File: src/rtl/u8u16_pkg.sv
`timescale 1ns / 1ps
// ----------------------------------------------------------------------------
// u8u16_pkg
// Shared types and constants of the UTF-8 to UTF-16 decoder.
// ----------------------------------------------------------------------------
package u8u16_pkg;

  localparam int CAP_W = 17;
  localparam logic [CAP_W-1:0] CAP_RESET = 17'd4096;
  localparam int COUNT_BITS_DEFAULT = 17;
  localparam int QUEUE_DEPTH_DEFAULT = 4;

  localparam logic [7:0] BYTE_ASCII_END = 8'h80;
  localparam logic [7:0] LEAD_MIN = 8'hC2;
  localparam logic [7:0] LEAD3_MIN = 8'hE0;
  localparam logic [7:0] LEAD4_MIN = 8'hF0;
  localparam logic [7:0] LEAD_MAX = 8'hF4;
  localparam logic [7:0] LEAD_ED = 8'hED;
  localparam logic [7:0] CONT_LOW = 8'h80;
  localparam logic [7:0] CONT_HIGH = 8'hBF;
  localparam logic [7:0] CONT_LOW_E0 = 8'hA0;
  localparam logic [7:0] CONT_HIGH_ED = 8'h9F;
  localparam logic [7:0] CONT_LOW_F0 = 8'h90;
  localparam logic [7:0] CONT_HIGH_F4 = 8'h8F;
  localparam logic [10:0] PLANE1_BASE = 11'd64;
  localparam logic [15:0] SURR_HIGH = 16'hD800;
  localparam logic [15:0] SURR_LOW = 16'hDC00;

  typedef struct packed {
    logic [15:0] unit0;
    logic [15:0] unit1;
    logic        two;
    logic        eot;
    logic        fail;
  } job_t;

endpackage

File: src/rtl/utf8_to_utf16_decoder_top.sv
`timescale 1ns / 1ps
// A byte's first unit passes through the job queue and then the output
// register before it is presented.
// Throughput: one byte per cycle; a surrogate pair takes two output items,
// absorbed by the job queue between the decoder and the emitter.
// Input stalls only when the job queue is full.
// Reset (rst, synchronous): clears the decoder, the queue and the output
// register, and sets the capacity to 4096 units.
// ----------------------------------------------------------------------------
// utf8_to_utf16_decoder_top
// Streams UTF-8 bytes of zero-terminated strings and emits UTF-16 code units.
// ----------------------------------------------------------------------------
module utf8_to_utf16_decoder_top
  import u8u16_pkg::*;
#(
  parameter int COUNT_BITS = COUNT_BITS_DEFAULT,
  parameter int QUEUE_DEPTH = QUEUE_DEPTH_DEFAULT
) (
  input  logic             clk,
  input  logic             rst,
  input  logic             cfg_we,
  input  logic [CAP_W-1:0] cfg_wdata,     // out_capacity
  input  logic             s_axis_tvalid,
  output logic             s_axis_tready,
  input  logic [7:0]       s_axis_tdata,  // text_byte
  output logic             m_axis_tvalid,
  input  logic             m_axis_tready,
  output logic [23:0]      m_axis_tdata,  // code_unit[15:0], item_last[16], zero
  output logic             m_axis_tlast,  // end_of_text
  output logic             m_axis_tuser   // failed
);

  job_t        push_job, head_job;
  logic        push, pop, full, empty;
  logic [15:0] code_unit;
  logic        item_last;

  u8u16_front #(
    .COUNT_BITS(COUNT_BITS)
  ) u_front (
    .clk      (clk),
    .rst      (rst),
    .cfg_we   (cfg_we),
    .cfg_wdata(cfg_wdata),
    .in_valid (s_axis_tvalid),
    .in_ready (s_axis_tready),
    .in_byte  (s_axis_tdata),
    .full     (full),
    .push     (push),
    .job      (push_job)
  );

  u8u16_queue #(
    .DEPTH(QUEUE_DEPTH)
  ) u_queue (
    .clk     (clk),
    .rst     (rst),
    .push    (push),
    .push_job(push_job),
    .full    (full),
    .pop     (pop),
    .head_job(head_job),
    .empty   (empty)
  );

  u8u16_back u_back (
    .clk        (clk),
    .rst        (rst),
    .q_empty    (empty),
    .q_job      (head_job),
    .q_pop      (pop),
    .out_valid  (m_axis_tvalid),
    .out_ready  (m_axis_tready),
    .code_unit  (code_unit),
    .end_of_text(m_axis_tlast),
    .failed     (m_axis_tuser),
    .item_last  (item_last)
  );

  assign m_axis_tdata = {7'b0, item_last, code_unit};

endmodule

File: src/rtl/u8u16_front.sv
`timescale 1ns / 1ps
// ----------------------------------------------------------------------------
// u8u16_front
// Byte decoder: validates each byte, tracks the sequence and capacity, and
// queues the code units that the byte produces.
// ----------------------------------------------------------------------------
module u8u16_front
  import u8u16_pkg::*;
#(
  parameter int COUNT_BITS = COUNT_BITS_DEFAULT
) (
  input  logic             clk,
  input  logic             rst,
  input  logic             cfg_we,
  input  logic [CAP_W-1:0] cfg_wdata,
  input  logic             in_valid,
  output logic             in_ready,
  input  logic [7:0]       in_byte,
  input  logic             full,
  output logic             push,
  output job_t             job
);

  localparam int CMP_W = ((COUNT_BITS > CAP_W) ? COUNT_BITS : CAP_W) + 1;

  logic [CAP_W-1:0]      capacity;
  logic [1:0]            bytes_exp, bytes_exp_next;
  logic [20:0]           acc, acc_next;
  logic [7:0]            low_bound, low_bound_next;
  logic [7:0]            high_bound, high_bound_next;
  logic [COUNT_BITS-1:0] units, units_next;
  logic                  skipping, skipping_next;

  logic [CAP_W-1:0]      limit;
  logic [CMP_W-1:0]      units_ext, limit_ext;
  logic [COUNT_BITS:0]   sum1, sum2;
  logic [COUNT_BITS-1:0] bump1, bump2;
  logic [1:0]            be_dec;
  logic [20:0]           acc_new;
  logic [9:0]            high10;
  logic                  fail;

  assign in_ready = !full;
  assign limit = (capacity == '0) ? '0 : capacity - 1'b1;
  assign units_ext = CMP_W'(units);
  assign limit_ext = CMP_W'(limit);
  assign sum1 = {1'b0, units} + (COUNT_BITS + 1)'(1);
  assign sum2 = {1'b0, units} + (COUNT_BITS + 1)'(2);
  assign bump1 = sum1[COUNT_BITS] ? '1 : sum1[COUNT_BITS-1:0];
  assign bump2 = sum2[COUNT_BITS] ? '1 : sum2[COUNT_BITS-1:0];
  assign be_dec = bytes_exp - 2'd1;
  assign high10 = 10'(acc_new[20:10] - PLANE1_BASE);

  always_comb begin
    unique case (be_dec)
      2'd2: acc_new = acc | {3'b0, in_byte[5:0], 12'b0};
      2'd1: acc_new = acc | {9'b0, in_byte[5:0], 6'b0};
      default: acc_new = acc | {15'b0, in_byte[5:0]};
    endcase
  end

  always_comb begin
    bytes_exp_next = bytes_exp;
    acc_next = acc;
    low_bound_next = low_bound;
    high_bound_next = high_bound;
    units_next = units;
    skipping_next = skipping;
    push = 1'b0;
    job = '0;
    fail = 1'b0;
    if (in_valid && in_ready) begin
      if (skipping) begin
        if (in_byte == 8'h00) begin
          skipping_next = 1'b0;
        end
      end else if (bytes_exp == 2'd0) begin
        if (in_byte == 8'h00) begin
          units_next = '0;
          push = 1'b1;
          job.eot = 1'b1;
        end else if (units_ext >= limit_ext) begin
          fail = 1'b1;
        end else if (in_byte < BYTE_ASCII_END) begin
          units_next = bump1;
          push = 1'b1;
          job.unit0 = {8'b0, in_byte};
        end else if (in_byte < LEAD_MIN || in_byte > LEAD_MAX) begin
          fail = 1'b1;
        end else begin
          low_bound_next = CONT_LOW;
          high_bound_next = CONT_HIGH;
          if (in_byte < LEAD3_MIN) begin
            acc_next = {10'b0, in_byte[4:0], 6'b0};
            bytes_exp_next = 2'd1;
          end else if (in_byte < LEAD4_MIN) begin
            acc_next = {5'b0, in_byte[3:0], 12'b0};
            bytes_exp_next = 2'd2;
            if (in_byte == LEAD3_MIN) begin
              low_bound_next = CONT_LOW_E0;
            end
            if (in_byte == LEAD_ED) begin
              high_bound_next = CONT_HIGH_ED;
            end
          end else begin
            acc_next = {in_byte[2:0], 18'b0};
            bytes_exp_next = 2'd3;
            if (in_byte == LEAD4_MIN) begin
              low_bound_next = CONT_LOW_F0;
            end
            if (in_byte == LEAD_MAX) begin
              high_bound_next = CONT_HIGH_F4;
            end
          end
        end
      end else if (in_byte < low_bound || in_byte > high_bound) begin
        fail = 1'b1;
      end else begin
        bytes_exp_next = be_dec;
        acc_next = acc_new;
        low_bound_next = CONT_LOW;
        high_bound_next = CONT_HIGH;
        if (be_dec == 2'd0) begin
          if (acc_new[20:16] != 5'd0) begin
            if (units_ext + CMP_W'(2) > limit_ext) begin
              fail = 1'b1;
            end else begin
              units_next = bump2;
              acc_next = '0;
              push = 1'b1;
              job.unit0 = SURR_HIGH | {6'b0, high10};
              job.unit1 = SURR_LOW | {6'b0, acc_new[9:0]};
              job.two = 1'b1;
            end
          end else begin
            units_next = bump1;
            acc_next = '0;
            push = 1'b1;
            job.unit0 = acc_new[15:0];
          end
        end
      end
      if (fail) begin
        bytes_exp_next = 2'd0;
        acc_next = '0;
        low_bound_next = CONT_LOW;
        high_bound_next = CONT_HIGH;
        units_next = '0;
        skipping_next = (in_byte != 8'h00);
        push = 1'b1;
        job = '0;
        job.eot = 1'b1;
        job.fail = 1'b1;
      end
    end
  end

  always_ff @(posedge clk) begin
    if (rst) begin
      capacity <= CAP_RESET;
      bytes_exp <= 2'd0;
      acc <= '0;
      low_bound <= CONT_LOW;
      high_bound <= CONT_HIGH;
      units <= '0;
      skipping <= 1'b0;
    end else begin
      if (cfg_we) begin
        capacity <= cfg_wdata;
      end
      bytes_exp <= bytes_exp_next;
      acc <= acc_next;
      low_bound <= low_bound_next;
      high_bound <= high_bound_next;
      units <= units_next;
      skipping <= skipping_next;
    end
  end

`ifndef SYNTHESIS
  a_skip_outside_seq: assert property (@(posedge clk) disable iff (rst)
    skipping |-> (bytes_exp == 2'd0))
    else $error("skip mode set inside a multibyte sequence");
`endif

endmodule

File: src/rtl/u8u16_queue.sv
`timescale 1ns / 1ps
// ----------------------------------------------------------------------------
// u8u16_queue
// Small register queue of decoded jobs between the decoder and the emitter.
// ----------------------------------------------------------------------------
module u8u16_queue
  import u8u16_pkg::*;
#(
  parameter int DEPTH = QUEUE_DEPTH_DEFAULT
) (
  input  logic clk,
  input  logic rst,
  input  logic push,
  input  job_t push_job,
  output logic full,
  input  logic pop,
  output job_t head_job,
  output logic empty
);

  localparam int AW = (DEPTH > 1) ? $clog2(DEPTH) : 1;
  localparam int CW = $clog2(DEPTH + 1);

  job_t          entries [DEPTH];
  logic [AW-1:0] wptr, rptr;
  logic [CW-1:0] count;

  assign full = (count == CW'(DEPTH));
  assign empty = (count == '0);
  assign head_job = entries[rptr];

  always_ff @(posedge clk) begin
    if (push) begin
      entries[wptr] <= push_job;
    end
  end

  always_ff @(posedge clk) begin
    if (rst) begin
      wptr <= '0;
      rptr <= '0;
      count <= '0;
    end else begin
      if (push) begin
        wptr <= (wptr == AW'(DEPTH - 1)) ? '0 : wptr + 1'b1;
      end
      if (pop) begin
        rptr <= (rptr == AW'(DEPTH - 1)) ? '0 : rptr + 1'b1;
      end
      if (push && !pop) begin
        count <= count + 1'b1;
      end else if (pop && !push) begin
        count <= count - 1'b1;
      end
    end
  end

`ifndef SYNTHESIS
  a_no_overflow: assert property (@(posedge clk) disable iff (rst)
    full |-> !push)
    else $error("job written into a full queue");
  a_no_underflow: assert property (@(posedge clk) disable iff (rst)
    empty |-> !pop)
    else $error("job read from an empty queue");
`endif

endmodule

File: src/rtl/u8u16_back.sv
`timescale 1ns / 1ps
// ----------------------------------------------------------------------------
// u8u16_back
// Emitter: drains queued jobs and presents one code unit per output item,
// splitting a surrogate pair over two items.
// ----------------------------------------------------------------------------
module u8u16_back
  import u8u16_pkg::*;
(
  input  logic        clk,
  input  logic        rst,
  input  logic        q_empty,
  input  job_t        q_job,
  output logic        q_pop,
  output logic        out_valid,
  input  logic        out_ready,
  output logic [15:0] code_unit,
  output logic        end_of_text,
  output logic        failed,
  output logic        item_last
);

  logic        pend_valid;
  logic [15:0] pend_unit;
  logic        can_load;

  assign can_load = !out_valid || out_ready;
  assign q_pop = can_load && !pend_valid && !q_empty;

  always_ff @(posedge clk) begin
    if (rst) begin
      out_valid <= 1'b0;
      pend_valid <= 1'b0;
    end else if (can_load) begin
      if (pend_valid) begin
        out_valid <= 1'b1;
        pend_valid <= 1'b0;
      end else if (!q_empty) begin
        out_valid <= 1'b1;
        pend_valid <= q_job.two;
      end else begin
        out_valid <= 1'b0;
      end
    end
  end

  always_ff @(posedge clk) begin
    if (can_load) begin
      if (pend_valid) begin
        code_unit <= pend_unit;
        end_of_text <= 1'b0;
        failed <= 1'b0;
        item_last <= 1'b1;
      end else if (!q_empty) begin
        code_unit <= q_job.unit0;
        end_of_text <= q_job.eot;
        failed <= q_job.fail;
        item_last <= !q_job.two;
        pend_unit <= q_job.unit1;
      end
    end
  end

`ifndef SYNTHESIS
  a_pend_behind_out: assert property (@(posedge clk) disable iff (rst)
    pend_valid |-> out_valid && !item_last)
    else $error("second surrogate pending without its first unit shown");
  a_fail_ends_text: assert property (@(posedge clk) disable iff (rst)
    out_valid && failed |-> end_of_text && item_last && (code_unit == 16'h0000))
    else $error("malformed failure item");
`endif

endmodule
File: config.mk
export PLATFORM = sky130hd
export DESIGN_NAME = utf8_to_utf16_decoder_top
export DESIGN_NICKNAME = d
export VERILOG_FILES = /design/src/rtl/u8u16_pkg.sv /design/src/rtl/utf8_to_utf16_decoder_top.sv /design/src/rtl/u8u16_front.sv /design/src/rtl/u8u16_queue.sv /design/src/rtl/u8u16_back.sv
export SDC_FILE = /design/constraint.sdc
export NUM_CORES = 1
export LEC_CHECK = 0
export BUFFER_PORTS_ARGS = -buffer_cell sky130_fd_sc_hd__buf_2
export CAP_MARGIN = 20
export CORE_MARGIN = 10
export CORE_UTILIZATION = 45
export DETAILED_ROUTE_END_ITERATION = 16
export GPL_TIMING_DRIVEN = 0
export HOLD_SLACK_MARGIN = 0.06
export SYNTH_ARGS = -nofsm -noshare
export SYNTH_HDL_FRONTEND = slang
export SYNTH_SLANG_ARGS = --single-unit
File: constraint.sdc
create_clock -name clk -period 13.9 [get_ports clk]
set_input_delay 1.39 -clock clk [delete_from_list [all_inputs] [get_ports clk]]
set_output_delay 1.39 -clock clk [all_outputs]
set_load 0.02 [all_outputs]
==> flow_metrics.env <==
export IMPL_status="finished clean"
export IMPL_ant_nets=0
export IMPL_crit_buf_inv=3
export IMPL_cts_clk_slew_worst_paths_ps=70
export IMPL_comb_power_share_pct=25.2
export IMPL_hold_path_class="reg -> reg"
export IMPL_end_kind="flip-flop"
export IMPL_placed_area_um2=11600
export IMPL_tightest_slew_ps=1180
export IMPL_crit_arrival_ps=7450
export IMPL_ys_seq_elements=219
export IMPL_ys_flop_type="edfxtp_1"
export IMPL_p_int_mw=1.36
export IMPL_fill_cells=2143
export IMPL_placedCellCount=1338
export IMPL_worst_path_max_fanout=10
export IMPL_clock_sinks=219
export IMPL_crit_type="reg -> reg"
export IMPL_syn_area_per_cell_um2=11.3
export IMPL_rrSetupSlack_ps=6890
export IMPL_ctsHoldBuffers=0
export IMPL_grt_usage_pct=17.9
export IMPL_clk_path_buf_depth=3
export IMPL_vias=7945
export IMPL_fin_crit_sh_pct=50.4
export IMPL_pwr_share_seq_pct=43.1
export IMPL_synthCells=963
export IMPL_vdd_drop_max_mv=0.104
export IMPL_synth_cell_area_um2=10900
export IMPL_synthArstFlopShare_pct=0
export IMPL_drive_above_1_share_pct=14.3
export IMPL_antennaDiodeCount=0
export IMPL_port_buffers=47
export IMPL_synth_top_area_share_pct=40.1
export IMPL_crit_family="simple AND/OR/NAND/NOR gates"
export IMPL_relSlewSlack_pct=20.4
export IMPL_finalHoldViolCount=0
export IMPL_stdcell_area_um2=12400
export IMPL_p_switching_mw=0.577
export IMPL_sw_frac_of_total_pct=29.7
export IMPL_fmax_mhz=143
export IMPL_startpoint_type="flip-flop"
export IMPL_netlist_top_cells_area="edfxtp_1 40%, dfxtp_1 13%, mux4_2 6.0%"
export IMPL_required_ps=14340
export IMPL_post_cts_setup_buffers=0
export IMPL_tns_ps=0
export IMPL_synth_warning_count=0
export IMPL_cap_violations=0
export IMPL_grt_setup_unrepaired="false"
export IMPL_synth_top_cell_by_area="edfxtp_1"
export IMPL_finClkSkew_ps=24.5
export IMPL_tritoncts="built"
export IMPL_wl_um=28000
export IMPL_core_area_um2=23700
export IMPL_ys_types=70
export IMPL_place_congestion=0.938
export IMPL_synth_edf_count=146
export IMPL_syn_to_final_growth_pct=13.4
export IMPL_p_per_area_nw_per_um2=157
export IMPL_viasPerCell=5.75
export IMPL_grt_max_degree=30
export IMPL_io_pins=58
export IMPL_finalSetupViolCount=0
export IMPL_grt_pass1_wl_um=44500
export IMPL_cts_made_buffers=24
export IMPL_seq_area_frac_synth_pct=53.5
export IMPL_wire_per_inst_um=20.3
export IMPL_insertion_delay_ps=520
export IMPL_hpwl_um=20200
export IMPL_critical_path_max_stage_delay_ps=730
export IMPL_overflow=0
export IMPL_layout_cells_non_filler=1382
export IMPL_root_buffer="clkbuf_16"
export IMPL_maxSlewViolCount=0
export IMPL_antenna_found_initial=0
export IMPL_start_util_pct=46.1
export IMPL_cts_resized_gates=0
export IMPL_hold_ws_ps=459
export IMPL_finalNetCount=1122
export IMPL_grt_pass1_vias=7774
export IMPL_p_clk_share_pct=31.7
export IMPL_drc_errors=0
export IMPL_drtPass1Iterations=6
export IMPL_h_tree_depth=1
export IMPL_cellLeakagePower_nw=4.52
export IMPL_drtIter0Drc=759
export IMPL_dieArea_um2=30900
export IMPL_die_x_um=176
export IMPL_rows=56
export IMPL_die_h_um=176
export IMPL_path_cells="inv_1 > ha_1 > nand2_1 > or3_1 > or3_1 > or4b_1 > or2_2 > clkbuf_1 > nand2_1 > ha_1 > a21oi_1 > o21ai_0 > a2111oi_0 > o211a_2 > o21ai_1 > o211a_2 > nor2_1 > ha_1 > inv_1 > fa_1 > xor2_1 > or3_1 > a21oi_1"
export IMPL_cp_slowest_cell="a2111oi_0"
export IMPL_fin_crit_ps=7010
==> worst min-delay path: stages (launching register included) <==
cell and delay [ps]:
dfxtp_1 330, nand2_1 40, o21ai_0 50
==> kinds of logic after synthesis <==
family	Yosys count	synth area share, %
and+or+nand+nor	297	13.8
AOI/OAI and AO/OA	219	12.4
DFF	219	53.5
buffers and inverters	87	3.31
muxes	57	8.66
adders and majority gates	47	5.45
xor gates and xnor gates	36	2.89
other	1	0.0343
==> routing by layer <==
metal / vias to the layer above / routed length, um / GRT usage (%) / share of wire, %
met3: 33 / 2080 / 3.43 / 7.4
met4: 0 / 425 / 4.13 / 1.5
met1: 3850 / 13100 / 25.9 / 47
met2: 271 / 12500 / 27.1 / 44
li1: 3791 / - / - / -
met5: - / 0 / 0 / 0
==> registers in the layout, indices dropped and copies added (netlist names), 3 cells and up, named ones only <==
register	flops
u_queue.entries	116
u_front.acc	21
u_front.capacity	17
u_front.units	17
u_back.code_unit	16
u_back.pend_unit	11
u_queue.count	3
==> cell type report <==
class | count | area [um2] | area share (%)
sequential | 219 | 5850 | 47.2
multi-input combinational | 663 | 4760 | 38.4
clock buffer | 33 | 648 | 5.23
tap | 319 | 399 | 3.22
timing repair buffer | 50 | 267 | 2.15
buffer | 57 | 249 | 2.01
clock inverter | 11 | 113 | 0.909
inverter | 30 | 113 | 0.909
==> metrics by stage <==
step                      worst slack [ps]  util, %  power, mW
after floorplan                       8100        -       1.18
after global placement                6790     48.9       1.33
after detailed placement              7010     49.1       1.34
after CTS                             6980     52.3       1.96
after global routing                  6530     52.3       2.04
final                                 6890     52.3       1.94
==> final timing paths <==
check,startpoint,to,cells after the start
worst max-delay path,u_front.capacity[0]$_SDFFE_PP0P_,u_queue.count[2]$_SDFFE_PP0P_,23
worst min-delay path,u_front.acc[16]$_SDFFE_PP0P_,u_front.acc[16]$_SDFFE_PP0P_,2
worst max register to register,u_front.capacity[0]$_SDFFE_PP0P_,u_queue.count[2]$_SDFFE_PP0P_,23
worst min register to register,u_front.acc[16]$_SDFFE_PP0P_,u_front.acc[16]$_SDFFE_PP0P_,2
==> placed cells by master, fill, tap and decap left out, types with 5 or more instances in the layout <==
cell type	n
edfxtp_1	146
nor2_1	84
dfxtp_1	73
a21oi_1	71
nand2_1	68
o21ai_0	61
buf_2	52
clkbuf_1	48
ha_1	46
inv_1	30
mux4_2	29
nand3_1	24
clkbuf_16	24
nor3_1	20
xor2_1	18
xnor2_1	18
mux2i_1	18
nand4_1	17
o22ai_1	12
or3_1	12
nor4_1	11
mux2_2	10
nor2b_1	9
nand2b_1	8
a21o_1	8
a22o_1	8
buf_4	8
o211ai_1	7
a31oi_1	7
conb_1	7
a22oi_1	6
and3_1	6
and2_1	5
a2bb2o_1	5
clkinv_1	5
==> cell usage after synthesis (all sizes together), types with 8 or more instances <==
cell type and n:
xor2 18, dfxtp 73, nand3 26, nor3 21, xnor2 18, mux2i 18, buf 16, a21o 8
nor2b 9, mux4 29, mux2 10, nand2b 8, clkbuf 41, a21oi 71, o21ai 63, or3 13
and3 10, nand2 69, inv 30, o22ai 12, nand4 17, nor4 13, edfxtp 146, a22o 8
ha 46, nor2 85
==> power by group through the flow <==
stage          clock (mW)  combinational, mW  sequential (mW)
4_1_cts             0.628              0.495            0.837
5_1_grt             0.654              0.538            0.845
6_report            0.615              0.489            0.836
2_1_floorplan           0              0.302            0.883
3_3_place_gp            0              0.476            0.851
3_5_place_dp            0              0.492            0.850
Note: power is estimated with default switching activity, not from simulation.
